==> src/rtl/core/point_in_polygon_crossing_top_assert.svh <==
// ----------------------------------------------------------------------------
// Assertion macros for the point-in-polygon block
// Clocked on clk_i, disabled while rst_ni is low.
// ----------------------------------------------------------------------------
`ifndef POINT_IN_POLYGON_CROSSING_TOP_ASSERT_SVH
`define POINT_IN_POLYGON_CROSSING_TOP_ASSERT_SVH

// property must hold at every edge out of reset
`define PIP_ASSERT(name, prop, msg) \
  name: assert property (@(posedge clk_i) disable iff (!rst_ni) (prop)) else $error(msg);

// condition must never be seen out of reset
`define PIP_ASSERT_NEVER(name, cond, msg) \
  name: assert property (@(posedge clk_i) disable iff (!rst_ni) !(cond)) else $error(msg);

`endif

==> src/rtl/core/pip_fifo.sv <==
// ----------------------------------------------------------------------------
// pip_fifo
// Small show-ahead flip-flop queue with occupancy count.
// ----------------------------------------------------------------------------
module pip_fifo #(
  parameter  int unsigned WIDTH = 1,
  parameter  int unsigned DEPTH = 4,
  localparam int unsigned PTR_W = $clog2(DEPTH),
  localparam int unsigned CNT_W = $clog2(DEPTH + 1)
) (
  input  logic             clk_i,
  input  logic             rst_ni,
  input  logic             push_i,
  input  logic [WIDTH-1:0] data_i,
  input  logic             pop_i,
  output logic [WIDTH-1:0] data_o,
  output logic             empty_o,
  output logic             full_o,
  output logic [CNT_W-1:0] count_o
);

  logic [WIDTH-1:0] mem_q [DEPTH];
  logic [PTR_W-1:0] wr_ptr_q, wr_ptr_d;
  logic [PTR_W-1:0] rd_ptr_q, rd_ptr_d;
  logic [CNT_W-1:0] cnt_q, cnt_d;
  logic             do_push, do_pop;

  assign empty_o = (cnt_q == '0);
  assign full_o  = (cnt_q == CNT_W'(DEPTH));
  assign count_o = cnt_q;
  assign data_o  = mem_q[rd_ptr_q];

  assign do_push = push_i && !full_o;
  assign do_pop  = pop_i && !empty_o;

  always_comb begin
    wr_ptr_d = wr_ptr_q;
    rd_ptr_d = rd_ptr_q;
    cnt_d    = cnt_q;
    if (do_push) begin
      wr_ptr_d = (wr_ptr_q == PTR_W'(DEPTH - 1)) ? '0 : wr_ptr_q + 1'b1;
    end
    if (do_pop) begin
      rd_ptr_d = (rd_ptr_q == PTR_W'(DEPTH - 1)) ? '0 : rd_ptr_q + 1'b1;
    end
    if (do_push && !do_pop) begin
      cnt_d = cnt_q + 1'b1;
    end else if (do_pop && !do_push) begin
      cnt_d = cnt_q - 1'b1;
    end
  end

  always_ff @(posedge clk_i or negedge rst_ni) begin
    if (!rst_ni) begin
      wr_ptr_q <= '0;
      rd_ptr_q <= '0;
      cnt_q    <= '0;
    end else begin
      wr_ptr_q <= wr_ptr_d;
      rd_ptr_q <= rd_ptr_d;
      cnt_q    <= cnt_d;
    end
  end

  always_ff @(posedge clk_i) begin
    if (do_push) begin
      mem_q[wr_ptr_q] <= data_i;
    end
  end

endmodule

==> config.mk <==
export PLATFORM = sky130hd
export DESIGN_NAME = pip_fifo
export DESIGN_NICKNAME = d
export VERILOG_FILES = /design/src/rtl/core/point_in_polygon_crossing_top_assert.svh /design/src/rtl/core/pip_fifo.sv
export SDC_FILE = /design/constraint.sdc
export NUM_CORES = 1
export LEC_CHECK = 0
export ABC_AREA = 1
export BUFFER_PORTS_ARGS = -buffer_cell sky130_fd_sc_hd__buf_2
export CAP_MARGIN = 20
export CORE_MARGIN = 3
export CORE_UTILIZATION = 39
export CTS_BUF_LIST = sky130_fd_sc_hd__clkbuf_2
export CTS_CLUSTER_DIAMETER = 60
export DETAILED_ROUTE_END_ITERATION = 8
export GPL_TIMING_DRIVEN = 0
export PLACE_DENSITY = 0.57
export SLEW_MARGIN = 20
export SYNTH_ARGS = -nofsm -noshare
export SYNTH_HDL_FRONTEND = slang
export SYNTH_SLANG_ARGS = --single-unit
==> constraint.sdc <==
create_clock -name clk_i -period 5 [get_ports clk_i]
set_input_delay 0.75 -clock clk_i [delete_from_list [all_inputs] [get_ports clk_i]]
set_output_delay 0.75 -clock clk_i [all_outputs]
set_load 0.005 [all_outputs]
-- Word level (Yosys, flattened, before mapping)
Memory sizes are Yosys's and may differ from the RTL's.
Index checks and enable logic that the tools add are counted.
- register bits: 7
- RAM bits: 4
- memories kept: 1
- logic and storage cells: 27
- bits of input ports: 5
- output and inout bits: 6
- memory list (name ; depth ; bits a word ; rd ports ; clocked after memory_dff ; write ports ; line ; source):
    mem_q ; 4 ; 1 ; 1 ; 0 ; 1 ; pip_fifo.sv:22 ; logic [WIDTH-1:0] mem_q [DEPTH];
- multiplexer cells: 6
- equality and inequality tests: 3
- add/sub/neg operators: 4
- reductions and logical operators: 10
- operators by type and width (kind ; count):
    3-bit two-way mux ; 2
    2-bit by 1-bit adder with 2-bit output (second input constant) ; 2
    2-bit == test (second input constant) ; 2
    1-bit logical AND ; 4
    1-bit logical NOT ; 4
    2-bit two-way mux ; 2
    3-bit by 1-bit adder with 3-bit output (second input constant) ; 1
    3-bit == test (second input constant) ; 1
    3-bit logical NOT ; 1
    3-bit by 1-bit subtractor with 3-bit output (second input constant) ; 1
    1-bit two-way mux ; 2
    2-bit nonzero test ; 1

-- Longest topological paths before layout
- depth after elaboration: 7
- gate-level depth with buffers: 12
- depth with buffers taken out: 12

-- Worst setup path before layout
No wires, ideal clock.
- path type: input -> register
- start point: input port push_i
- end point: register cnt_q[2] (netlist: count_o[2])
- buffers on the path: 0
- setup time: 0.117 ns
- setup slack: 3.213 ns
- stages on the path: 9
- arrival time: 1.670 ns
- data required time: 4.883 ns
- cell sequence: nand2_4 inv_1 ha_1 inv_1 fa_1 nand2_1 nand3_1 nand2_1 nand2_1
- longest elaborated chain between the ends: 4
- elaborated cells on any way between the ends: 6
- those cells by class: 1 x mux; 5 x reduce/logical
- ends and longest elaborated chain (element ; line ; source):
    start: declaration ; pip_fifo.sv:13 ; input logic push_i,
    1-bit logical AND (*) ; pip_fifo.sv:33 ; assign do_push = push_i && !full_o;
    via do_push ; pip_fifo.sv:26 ; logic do_push, do_pop;
    1-bit logical NOT ; pip_fifo.sv:48 ; end else if (do_pop && !do_push) begin
    1-bit logical AND ; pip_fifo.sv:48 ;
    2-bit nonzero test (no source line) ; n/a ;
    end signal: assignment ; pip_fifo.sv:61 ; cnt_q <= cnt_d;
    end: declaration ; pip_fifo.sv:25 ; logic [CNT_W-1:0] cnt_q, cnt_d;
The timed path passes the listed nets; every way through them passes the cells marked *.
A chain may end at the register's enable or synchronous reset.

-- Final worst setup path
- start point: register rd_ptr_q[0]
- end point: output port data_o
- longest elaborated chain between the ends: 1
- ends and longest elaborated chain (element ; line ; source):
    start: declaration ; pip_fifo.sv:24 ; logic [PTR_W-1:0] rd_ptr_q, rd_ptr_d;
    start signal: assignment ; pip_fifo.sv:60 ; rd_ptr_q <= rd_ptr_d;
    memory 4 x 1 bit ; n/a ;
    end: declaration ; pip_fifo.sv:16 ; output logic [WIDTH-1:0] data_o,
No other way between the ends.

==> impl_metrics.ini <==
[run_status]
outcome = finished, final reports clean

[critical_path]
cpLargestDelayFamily = flip-flops
cp_cell_sequence = or2_1 > nand2_1 > nand2_1 > buf_2
cp_num_buf_inv = 1
critical_path_start = rd_ptr_q[0]
path_class = register to primary output
critical_path.endpoint_type = primary output
arrival_time_of_data_at_the_critical_path_endpoint_ns = 1.18
timing.critical_path.from_type = register
worstPathRequired_ns = 4.25
worst-r2r-setup-slack_ns = 3.18
worst_r2r_endpoint = count_o[1]
cpPeakStageDelay_ns = 0.45
reg2regPathDepth = 9
critical_path.most_common_cell = nand2_1
cp_max_fo = 7
rr_startpoint = count_o[1]
crit_path_top_delay_cell = dfrtp_1

[timing]
slew_headroom_pct = 86.80
worst_tran_pin_value_ns = 0.1980
fin_worst_skew_ns = 0.001359
finalCritPeriodShare_pct = 38.55
clock.fmax_ghz = 0.5188
totalNegativeSetupSlack_ns = 0
rsz_0062_raised_after_global_routing = false
setup_violations_final = 0
post-route-min-period_ns = 1.927
whs_ns = 0.3083
timing.final.max_slew_violations = 0
finalHoldViolations = 0

[floorplanning]
floorplan.die.width_um = 46.45
die-height_um = 46.45
floorplan.io_pins = 11
placeableCoreArea_um2 = 1415
initial_core_util_pct = 45.09
std_cell_rows = 13
design.die.area_um2 = 2158

[grt]
first_global_vias = 389
grt_first_pass_wirelength_um = 1580
grt_max_degree = 8
overall_global_routing_resource_usage_pct = 11.24
gr-total-overflow = 0
grt_antenna_before_repair = 0

[drt]
drt-wirelength-per-cell_um = 9.149
drc = 0
final_antenna_violating_net_count = 0
drt_iter0_drc = 8
drt_pass1_iterations = 2
vias = 448
viasPerCell = 4.436
drt-total-wl_um = 924

[clocking]
cts_inserted_buffers = 3
clock_tree.buffer_depth = 2
worst_setup_hold_path_clk_slew_ns = 0.10
cts_num_sinks = 11
cts_hold_buf = 0
cts_root_buf = clkbuf_2
post-cts-setup-buffers = 0
cts.htree.levels = 1
insertion_delay_ns = 0.25
clock_tree_from_tritoncts = yes
cts_resized = 0

[pwr]
switchingPower_uw = 172.3
max-vdd-ir-drop_mv = 0.3697
internal_portion_of_total_power_uw = 237.5
power.clock.fraction_pct = 12.3
sw_frac_of_total_pct = 42.04
combinationalPowerShare_pct = 47.4
power.density_cell_area_nw_per_um2 = 563.7
leakagePower_uw = 0.0004093
seq_power_share_pct = 40.3

[final_layout]
mostFrequentLayoutCells = inv_1 (17), nand2_1 (16), buf_2 (10)
antenna_cells = 0
post_route_cells_drive_above_1_share_pct = 20.93
area.growth.synth_to_final_pct = 13.92
final_common_cell = inv_1
layout.nets = 99

[synth]
ys.flop_type = dfrtp_1
postSynthCellCount = 72
post_synth_edffs = 4
synth.distinct_cells = 17
synth_top_cell_area_share_pct = 27.45
synth.top_cells.by_area = dfrtp_1 (27%), edfxtp_1 (19%), ha_1 (12%), inv_1 (10%), nand2_1 (9.4%)
synth_seq_cells = 11
synth_top_cell_by_area = dfrtp_1
synth_seq_area_share_pct = 46.27
syn_area_um2 = 638.1
synth_async_sr_flop_share_pct = 63.64
synth_area_per_cell_um2 = 8.863
yosysWarnings = 0
mappedNetlistNets = 84

[job]
cap_violations = 0

[worst_hold_path]
worstHoldPathType = primary input to async pin

[place]
numPortBuffers = 10
finalWeightedCongestion = 0.7099
post-dp-hpwl_um = 748.9
==> per-stage QoR <==
stage	area (µm²)	cells	utilization (%)	power [µW]	setup slack (ns)
after detailed placement	706.9	97	49.96	367.2	2.964
after CTS	726.9	101	51.37	419.6	3.042
after global placement	706.9	97	49.96	361.3	2.994
after floorplan	638.1	72	-	307.0	3.213
final	726.9	101	51.37	409.8	3.073
after global routing	726.9	101	51.37	462.7	2.971
==> per-layer routing <==
metal / wire, µm / vias to the layer above / track usage [%]
li1: - / 247 / -
met3: 71 / 4 / 5.859
met2: 363 / 10 / 15.11
met1: 468 / 187 / 13.98
met5: 0 / - / 0
met4: 20 / 0 / 6.818
==> synth_stat cells, types with 2 or more instances <==
master and instances:
inv_1 17, nand2_1 16, dfrtp_1 7, ha_1 6, nor2_1 6, nand3_1 5, edfxtp_1 4, nand3_2 2
==> layout make-up <==
cell class | count | area, µm²
Clock buffer | 4 | 20.02
Fill cell | 145 | 688.2
Inverter | 17 | 63.81
Multi-Input combinational cell | 44 | 279.0
Sequential cell | 11 | 295.3
Tap cell | 15 | 18.77
Timing Repair Buffer | 10 | 50.05
==> how the worst max path moves through the flow <==
stage,endpoint,depth (start not counted),slack [ns]
3_5_place_dp,count_o[2],10,2.96
5_1_grt,data_o,4,2.97
6_report,data_o,4,3.07
2_1_floorplan,count_o[2],9,3.21
4_1_cts,data_o,4,3.04
3_3_place_gp,count_o[2],10,2.99
==> logic make-up (layout without fill, tap and decap cells) <==
| kind of cell | count (synthesis) | after routing | share of synthesized area [%] |
|---|---|---|---|
| AOI/OAI and AO/OA | 3 | 3 | 2.744 |
| xor gates and xnor gates | 1 | 1 | 1.373 |
| adders and majority gates | 7 | 7 | 14.90 |
| buffers and inverters | 17 | 31 | 10.00 |
| DFF | 11 | 11 | 46.28 |
| and+or+nand+nor | 33 | 33 | 24.71 |
==> flip-flops by register name (all words and copies together), names as in the netlist <==
signal,cells
count_o,3
mem_q,4
rd_ptr_q,2
wr_ptr_q,2
==> power by group through the flow <==
stage          combinational (µW)  clock, µW  sequential, µW
2_1_floorplan                 143          0             164
3_3_place_gp                  193          0             168
3_5_place_dp                  199          0             168
4_1_cts                       199       54.3             166
5_1_grt                       228       59.9             175
6_report                      194       50.3             165
Power figures use the tool's default switching activity.
