===== src/rtl/core/point_in_polygon_crossing_top_assert.svh =====
// ----------------------------------------------------------------------------
// Assertion macros for the point-in-polygon block
// Clocked on clk_i, disabled while rst_ni is low.
// ----------------------------------------------------------------------------
`ifndef POINT_IN_POLYGON_CROSSING_TOP_ASSERT_SVH
`define POINT_IN_POLYGON_CROSSING_TOP_ASSERT_SVH

// property must hold at every edge out of reset
`define PIP_ASSERT(name, prop, msg) \
  name: assert property (@(posedge clk_i) disable iff (!rst_ni) (prop)) else $error(msg);

// condition must never be seen out of reset
`define PIP_ASSERT_NEVER(name, cond, msg) \
  name: assert property (@(posedge clk_i) disable iff (!rst_ni) !(cond)) else $error(msg);

`endif


===== src/rtl/core/pip_pkg.sv =====
// ----------------------------------------------------------------------------
// pip_pkg
// Shared constants and types of the point-in-polygon crossing block.
// ----------------------------------------------------------------------------
package pip_pkg;

  localparam int unsigned COORD_BITS = 24;
  localparam int unsigned MID_DEPTH  = 4;
  localparam int unsigned OUT_DEPTH  = 4;

  // per-request control from front to back
  typedef struct packed {
    logic first;
    logic last;
    logic a_vld;   // edge prev -> vertex straddles the line
    logic a_up;    // edge prev -> vertex rises
    logic b_vld;   // closing edge straddles the line (last only)
    logic b_up;
  } pip_ctrl_t;

endpackage


===== src/rtl/core/pip_front.sv =====
// ----------------------------------------------------------------------------
// pip_front
// Keeps query point, start and previous vertex; classifies the edges of
// each accepted vertex and forms the operand differences for the back end.
// ----------------------------------------------------------------------------
module pip_front #(
  parameter  int unsigned COORD_BITS = pip_pkg::COORD_BITS,
  localparam int unsigned CW         = COORD_BITS + 1
) (
  input  logic                          clk_i,
  input  logic                          rst_ni,
  input  logic                          accept_i,
  input  logic signed [COORD_BITS-1:0]  query_x_i,
  input  logic signed [COORD_BITS-1:0]  query_y_i,
  input  logic signed [COORD_BITS-1:0]  vertex_x_i,
  input  logic signed [COORD_BITS-1:0]  vertex_y_i,
  input  logic                          first_vertex_i,
  input  logic                          last_vertex_i,
  output pip_pkg::pip_ctrl_t            ctrl_o,
  output logic        [8*CW-1:0]        ops_o
);

  logic signed [COORD_BITS-1:0] point_x_q, point_y_q;
  logic signed [COORD_BITS-1:0] start_x_q, start_y_q;
  logic signed [COORD_BITS-1:0] prev_x_q, prev_y_q;

  logic signed [COORD_BITS-1:0] pt_x, pt_y, st_x, st_y;
  logic signed [CW-1:0]         a_a, a_b, a_c, a_d;
  logic signed [CW-1:0]         b_a, b_b, b_c, b_d;

  // a first vertex sees the new point and start on its closing edge
  assign pt_x = first_vertex_i ? query_x_i  : point_x_q;
  assign pt_y = first_vertex_i ? query_y_i  : point_y_q;
  assign st_x = first_vertex_i ? vertex_x_i : start_x_q;
  assign st_y = first_vertex_i ? vertex_y_i : start_y_q;

  // edge prev -> vertex: x-xi, yj-yi, y-yi, xj-xi
  assign a_a = CW'(point_x_q)  - CW'(prev_x_q);
  assign a_b = CW'(vertex_y_i) - CW'(prev_y_q);
  assign a_c = CW'(point_y_q)  - CW'(prev_y_q);
  assign a_d = CW'(vertex_x_i) - CW'(prev_x_q);

  // closing edge vertex -> start
  assign b_a = CW'(pt_x) - CW'(vertex_x_i);
  assign b_b = CW'(st_y) - CW'(vertex_y_i);
  assign b_c = CW'(pt_y) - CW'(vertex_y_i);
  assign b_d = CW'(st_x) - CW'(vertex_x_i);

  assign ops_o = {a_a, a_b, a_c, a_d, b_a, b_b, b_c, b_d};

  always_comb begin
    ctrl_o       = '0;
    ctrl_o.first = first_vertex_i;
    ctrl_o.last  = last_vertex_i;
    ctrl_o.a_vld = !first_vertex_i &&
                   ((prev_y_q > point_y_q && vertex_y_i <= point_y_q) ||
                    (vertex_y_i > point_y_q && prev_y_q <= point_y_q));
    ctrl_o.a_up  = vertex_y_i > prev_y_q;
    ctrl_o.b_vld = last_vertex_i &&
                   ((vertex_y_i > pt_y && st_y <= pt_y) ||
                    (st_y > pt_y && vertex_y_i <= pt_y));
    ctrl_o.b_up  = st_y > vertex_y_i;
  end

  always_ff @(posedge clk_i or negedge rst_ni) begin
    if (!rst_ni) begin
      point_x_q <= '0;
      point_y_q <= '0;
      start_x_q <= '0;
      start_y_q <= '0;
      prev_x_q  <= '0;
      prev_y_q  <= '0;
    end else if (accept_i) begin
      point_x_q <= pt_x;
      point_y_q <= pt_y;
      start_x_q <= st_x;
      start_y_q <= st_y;
      prev_x_q  <= vertex_x_i;
      prev_y_q  <= vertex_y_i;
    end
  end

endmodule


===== config.mk =====
export PLATFORM = sky130hd
export DESIGN_NAME = pip_front
export DESIGN_NICKNAME = d
export VERILOG_FILES = /design/src/rtl/core/point_in_polygon_crossing_top_assert.svh /design/src/rtl/core/pip_pkg.sv /design/src/rtl/core/pip_front.sv
export SDC_FILE = /design/constraint.sdc
export NUM_CORES = 1
export LEC_CHECK = 0
export BUFFER_PORTS_ARGS = -buffer_cell sky130_fd_sc_hd__buf_2
export CAP_MARGIN = 20
export CORE_ASPECT_RATIO = 1.5
export CORE_MARGIN = 5
export CORE_UTILIZATION = 30
export CTS_CLUSTER_SIZE = 20
export DETAILED_ROUTE_END_ITERATION = 6
export MAX_ROUTING_LAYER = met4
export PLACE_DENSITY = 0.51
export SLEW_MARGIN = 20
export SYNTH_ARGS = -nofsm -noshare
export SYNTH_HDL_FRONTEND = slang
export SYNTH_SLANG_ARGS = --single-unit

===== constraint.sdc =====
create_clock -name clk_i -period 15.8 [get_ports clk_i]
set_clock_uncertainty 0.1 [all_clocks]
set_input_delay 3.16 -clock clk_i [delete_from_list [all_inputs] [get_ports clk_i]]
set_output_delay 3.16 -clock clk_i [all_outputs]
set_load 0.01 [all_outputs]

Yosys cells after proc, flatten, opt, wreduce, memory -nomap -nowiden
Index checks and enable logic that the tools add are counted.
{"block": "word_totals", "register_bits": 144, "latchBits": 0, "ram_bits": 0, "rom_bits": 0, "output_inout_bits": 206, "elab_cells": 37, "n_memories": 0}
{"block": "op_classes", "n_addsub": 8, "multipliers": 0, "div_mod_pow": 0, "order_cmp": 10, "n_eq_ne": 0, "n_shift": 0, "mux": 4, "n_bitwise": 0, "reduce_logical": 9}
{"op": "subtractor 24 x 24 -> 25 bit", "n": 8}
{"op": "> comparator 24 bit", "n": 6}
{"op": "<= comparator 24 bit", "n": 4}
{"op": "2-to-1 mux 24 bit", "n": 4}
{"op": "logical AND 1 bit", "n": 6}
{"op": "logical OR 1 bit", "n": 2}
{"op": "zero test 1 bit", "n": 1}

Logic depth before layout (Yosys ltp)
{"block": "depth", "word_depth": 5, "ltp_mapped": 15}

Least setup slack after synthesis
No wires, ideal clock.
{"block": "synth_timing", "path_kind": "input to output", "start": "input first_vertex_i", "end": "output ops_o[73]", "arrival_ns": 6.754, "path_slack_ns": 5.786, "path_stages": 15, "path_cell_list": "clkbuf_1 -> clkbuf_1 -> clkbuf_1 -> mux2i_1 -> inv_1 -> ha_1 -> nor2b_1 -> o21a_1 -> o21ai_1 -> a21oi_1 -> a31o_2 -> a2111o_1 -> a311oi_2 -> o21ai_1 -> xor2_1"}
{"block": "synth_via", "elab_chain_len": 2}
{"element": "start, declared", "line_no": "pip_front.sv:17", "text": "input logic first_vertex_i,"}
{"element": "2-to-1 mux 24 bit", "line_no": "pip_front.sv:35", "text": "assign st_y = first_vertex_i ? vertex_y_i : start_y_q;"}
{"element": "named net st_y[1]", "line_no": "pip_front.sv:27", "text": "logic signed [COORD_BITS-1:0] pt_x, pt_y, st_x, st_y;"}
{"element": "subtractor 24 x 24 -> 25 bit", "line_no": "pip_front.sv:45", "text": "assign b_b = CW'(st_y) - CW'(vertex_y_i);"}
{"element": "end, declared", "line_no": "pip_front.sv:20", "text": "output logic [8*CW-1:0] ops_o"}
The timed path passes the listed nets, and every way through them passes these cells.

==> out/results.tsv <==
metric	value	unit
pre-CTS setup slack	5080	ps
leftover overflow at the end of global routing	0	
max-slew headroom at the worst pin	0.367	
number of clock sinks	144	
1st-pass router iterations	5	
horizontal extent of the die	206	microns
Post-Layout Cell Count	3132	
count of input and output buffers	306	
sequential element share of the synthesized area	0.209	
starting utilization of the core area	0.303	
Post-CTS Setup Repair Bufs	0	
standard cell area after detailed placement	0.0196	sq mm
top-level port count	307	
actual transition at the worst max-transition pin	949	ps
leakage dissipation	0.00994	uW
Hold/Removal Path Class	reg -> reg	
type of element capturing the critical path	output pin	
final worst slack	5090	ps
Residual DRC	0	
share of cells above drive strength 1	0.215	
hpwl dp	54000	microns
most used standard cells in the synthesized netlist	sky130_fd_sc_hd__ha_1, sky130_fd_sc_hd__inv_1, sky130_fd_sc_hd__a21oi_1, sky130_fd_sc_hd__dfrtp_1, sky130_fd_sc_hd__nor2_1	
Post-Synthesis Cells	2062	
EDFF count, synth	0	
CTS tree	done	
std cell rows	107	
number of gates resized after cts	0	
overall power	2290	uW
maximum clock rate	0.0934	GHz
via count	16100	
pin count of the biggest net entering global routing	86	
number of setup violations in the final report	0	
startpoint type of the worst setup path	primary input	
total negative slack for setup checks	0	ps
Placed Cells	3083	
max-capacitance violation count	0	
cell types occupying the most area after synthesis	sky130_fd_sc_hd__dfrtp_1, sky130_fd_sc_hd__ha_1, sky130_fd_sc_hd__mux2_2	
root buffer cell	sky130_fd_sc_hd__clkbuf_16	
final clock period utilization by the worst path	0.678	
clock transition time at the flip-flop clock pins of the worst setup and hold paths	70	ps
count leader, synth	sky130_fd_sc_hd__ha_1	
global-route wire length before repair	95600	microns
power density of the placed cells	113	mW/mm^2
Fillers	6059	
number of buffers created by CTS	17	
weighted congestion reported at the end of routability-driven placement	0.897	
combined area of all synthesized cells	0.0172	sq mm
hold buffers post-CTS	0	
CTS max path bufs	2	
number of pins with negative max-slew slack in the final report	0	
via/cell ratio	5.14	
async set-or-reset flop fraction in the synthesized netlist	1.00	
data arrival time of the worst path	7450	ps
share of the synthesized area in the top cell type	0.209	
crit-path max FO	45	
final hold vios	0	
die height	304	microns
global routing usage summed across all routing layers	0.205	
Main synth FF type	sky130_fd_sc_hd__dfrtp_1	
area added between synthesis and finish	17.1	%
number of design-rule violations left by the first detailed-router iteration	779	
count of nets after finishing	2692	
post-synthesis register bit count	144	
area of all placed cells without fillers	0.0202	sq mm
IR Drop Worst-Case VDD	76.3	uV
area of the die	0.0625	sq mm
time the worst path needs with I/O delays and setup	10710	ps
path type of the worst setup path	in -> out	
Mapped Avg Cell Area	8.36	sq um
net count of the mapped netlist	2415	
unrepaired setup endpoints after global routing	no	
required time of the worst setup path	12540	ps
detailed-route wire length	64000	microns
warning count from the yosys run	0	
vias in the first global route	16600	
initial antenna violation count	17	
number of library cell types mapped by synthesis	77	
Clock Latency Late Sink	480	ps
core area	0.0569	sq mm
Detail Route Antenna Nets	0	
Max H-tree Level	4	
post-synth top area cell	sky130_fd_sc_hd__dfrtp_1	
result of the run	finished clean	
detailed-route wire length per cell	20.4	microns
## where the power goes
part           switching [uW]  internal (uW)
clock                     202            208
sequential               38.3            422
combinational             831            586
total                    1070           1220
## worst max-delay path, cell delays in order
cell and delay [ps]:
sky130_fd_sc_hd__buf_4 320, sky130_fd_sc_hd__buf_4 670, sky130_fd_sc_hd__mux2i_1 560, sky130_fd_sc_hd__inv_1 100, sky130_fd_sc_hd__ha_1 310, sky130_fd_sc_hd__nor2b_1 170
sky130_fd_sc_hd__o21bai_1 100, sky130_fd_sc_hd__a311o_1 370, sky130_fd_sc_hd__a21oi_2 220, sky130_fd_sc_hd__a311oi_1 180, sky130_fd_sc_hd__a21oi_2 310, sky130_fd_sc_hd__a32o_1 320
sky130_fd_sc_hd__nor3_1 90, sky130_fd_sc_hd__a211oi_1 330, sky130_fd_sc_hd__buf_2 210
## worst paths after layout
kind | endpoint | cells past startpoint | slack, ps | start
worst max-delay path | ctrl_o[1] | 15 | 5090 | first_vertex_i
max in group asynchronous | prev_y_q[22] | 2 | 11530 | rst_ni
worst min register to register | start_x_q[9] | 1 | 410 | start_x_q[9]
worst max register to register | point_y_q[7] | 2 | 14480 | point_y_q[7]
worst min-delay path | start_x_q[9] | 1 | 410 | start_x_q[9]
min in group asynchronous | point_y_q[8] | 1 | 2630 | rst_ni
## final cells by class
type	count	area [sq um]	share of cell area
flip-flops and latches	144	3600	0.178
well taps	763	955	0.0473
clock inverters	15	140	0.00694
multi-input cells	1670	12700	0.629
inverters	193	724	0.0359
repair buffers	313	1600	0.0792
diodes	17	42.5	0.00211
clock buffers	17	425	0.0211
## registers in the layout, summed over array words and instances (netlist names)
register	cells
point_x_q	24
start_y_q	24
point_y_q	24
prev_x_q	24
prev_y_q	24
start_x_q	24
## per-stage QoR
stage / util / hold WS (ps)
floorplan: - / 377
global placement: 0.344 / 385
detailed placement: 0.344 / 392
CTS: 0.354 / 407
global route: 0.355 / 417
finish: 0.355 / 406
## layer usage
layer  up-vias  routed length, microns  part of all wire  global-route usage
li1       7981                       -                 -                   -
met1      7574                   22600              0.35               0.193
met2       415                   35100              0.55               0.391
met3       118                    3360             0.052              0.0456
met4         0                    2990             0.047              0.0910
met5         -                       0                 0                   -
## cell families after synthesis
| group | count (synthesis) | share of synthesized area |
|---|---|---|
| compound gates | 588 | 0.221 |
| xor+xnor | 160 | 0.0812 |
| fa+ha+maj | 252 | 0.186 |
| buf+inv | 248 | 0.0545 |
| flops | 144 | 0.209 |
| mux | 169 | 0.108 |
| simple gates | 501 | 0.141 |
## cells in the final DEF, fill, tap and decap left out, drive strengths merged, types with 22 or more instances in the layout
cell    count
buf       313
nor2b      45
dfrtp     144
ha        244
o21ai     141
and3       22
xor2       38
mux2      135
nand2     127
nor3       35
a21oi     175
xnor2     122
inv       204
mux2i      34
nand2b     25
o21a       29
o21bai     25
nand3      29
a21o      100
nand4      30
nor2      138
(Power assumes the default switching activity.)
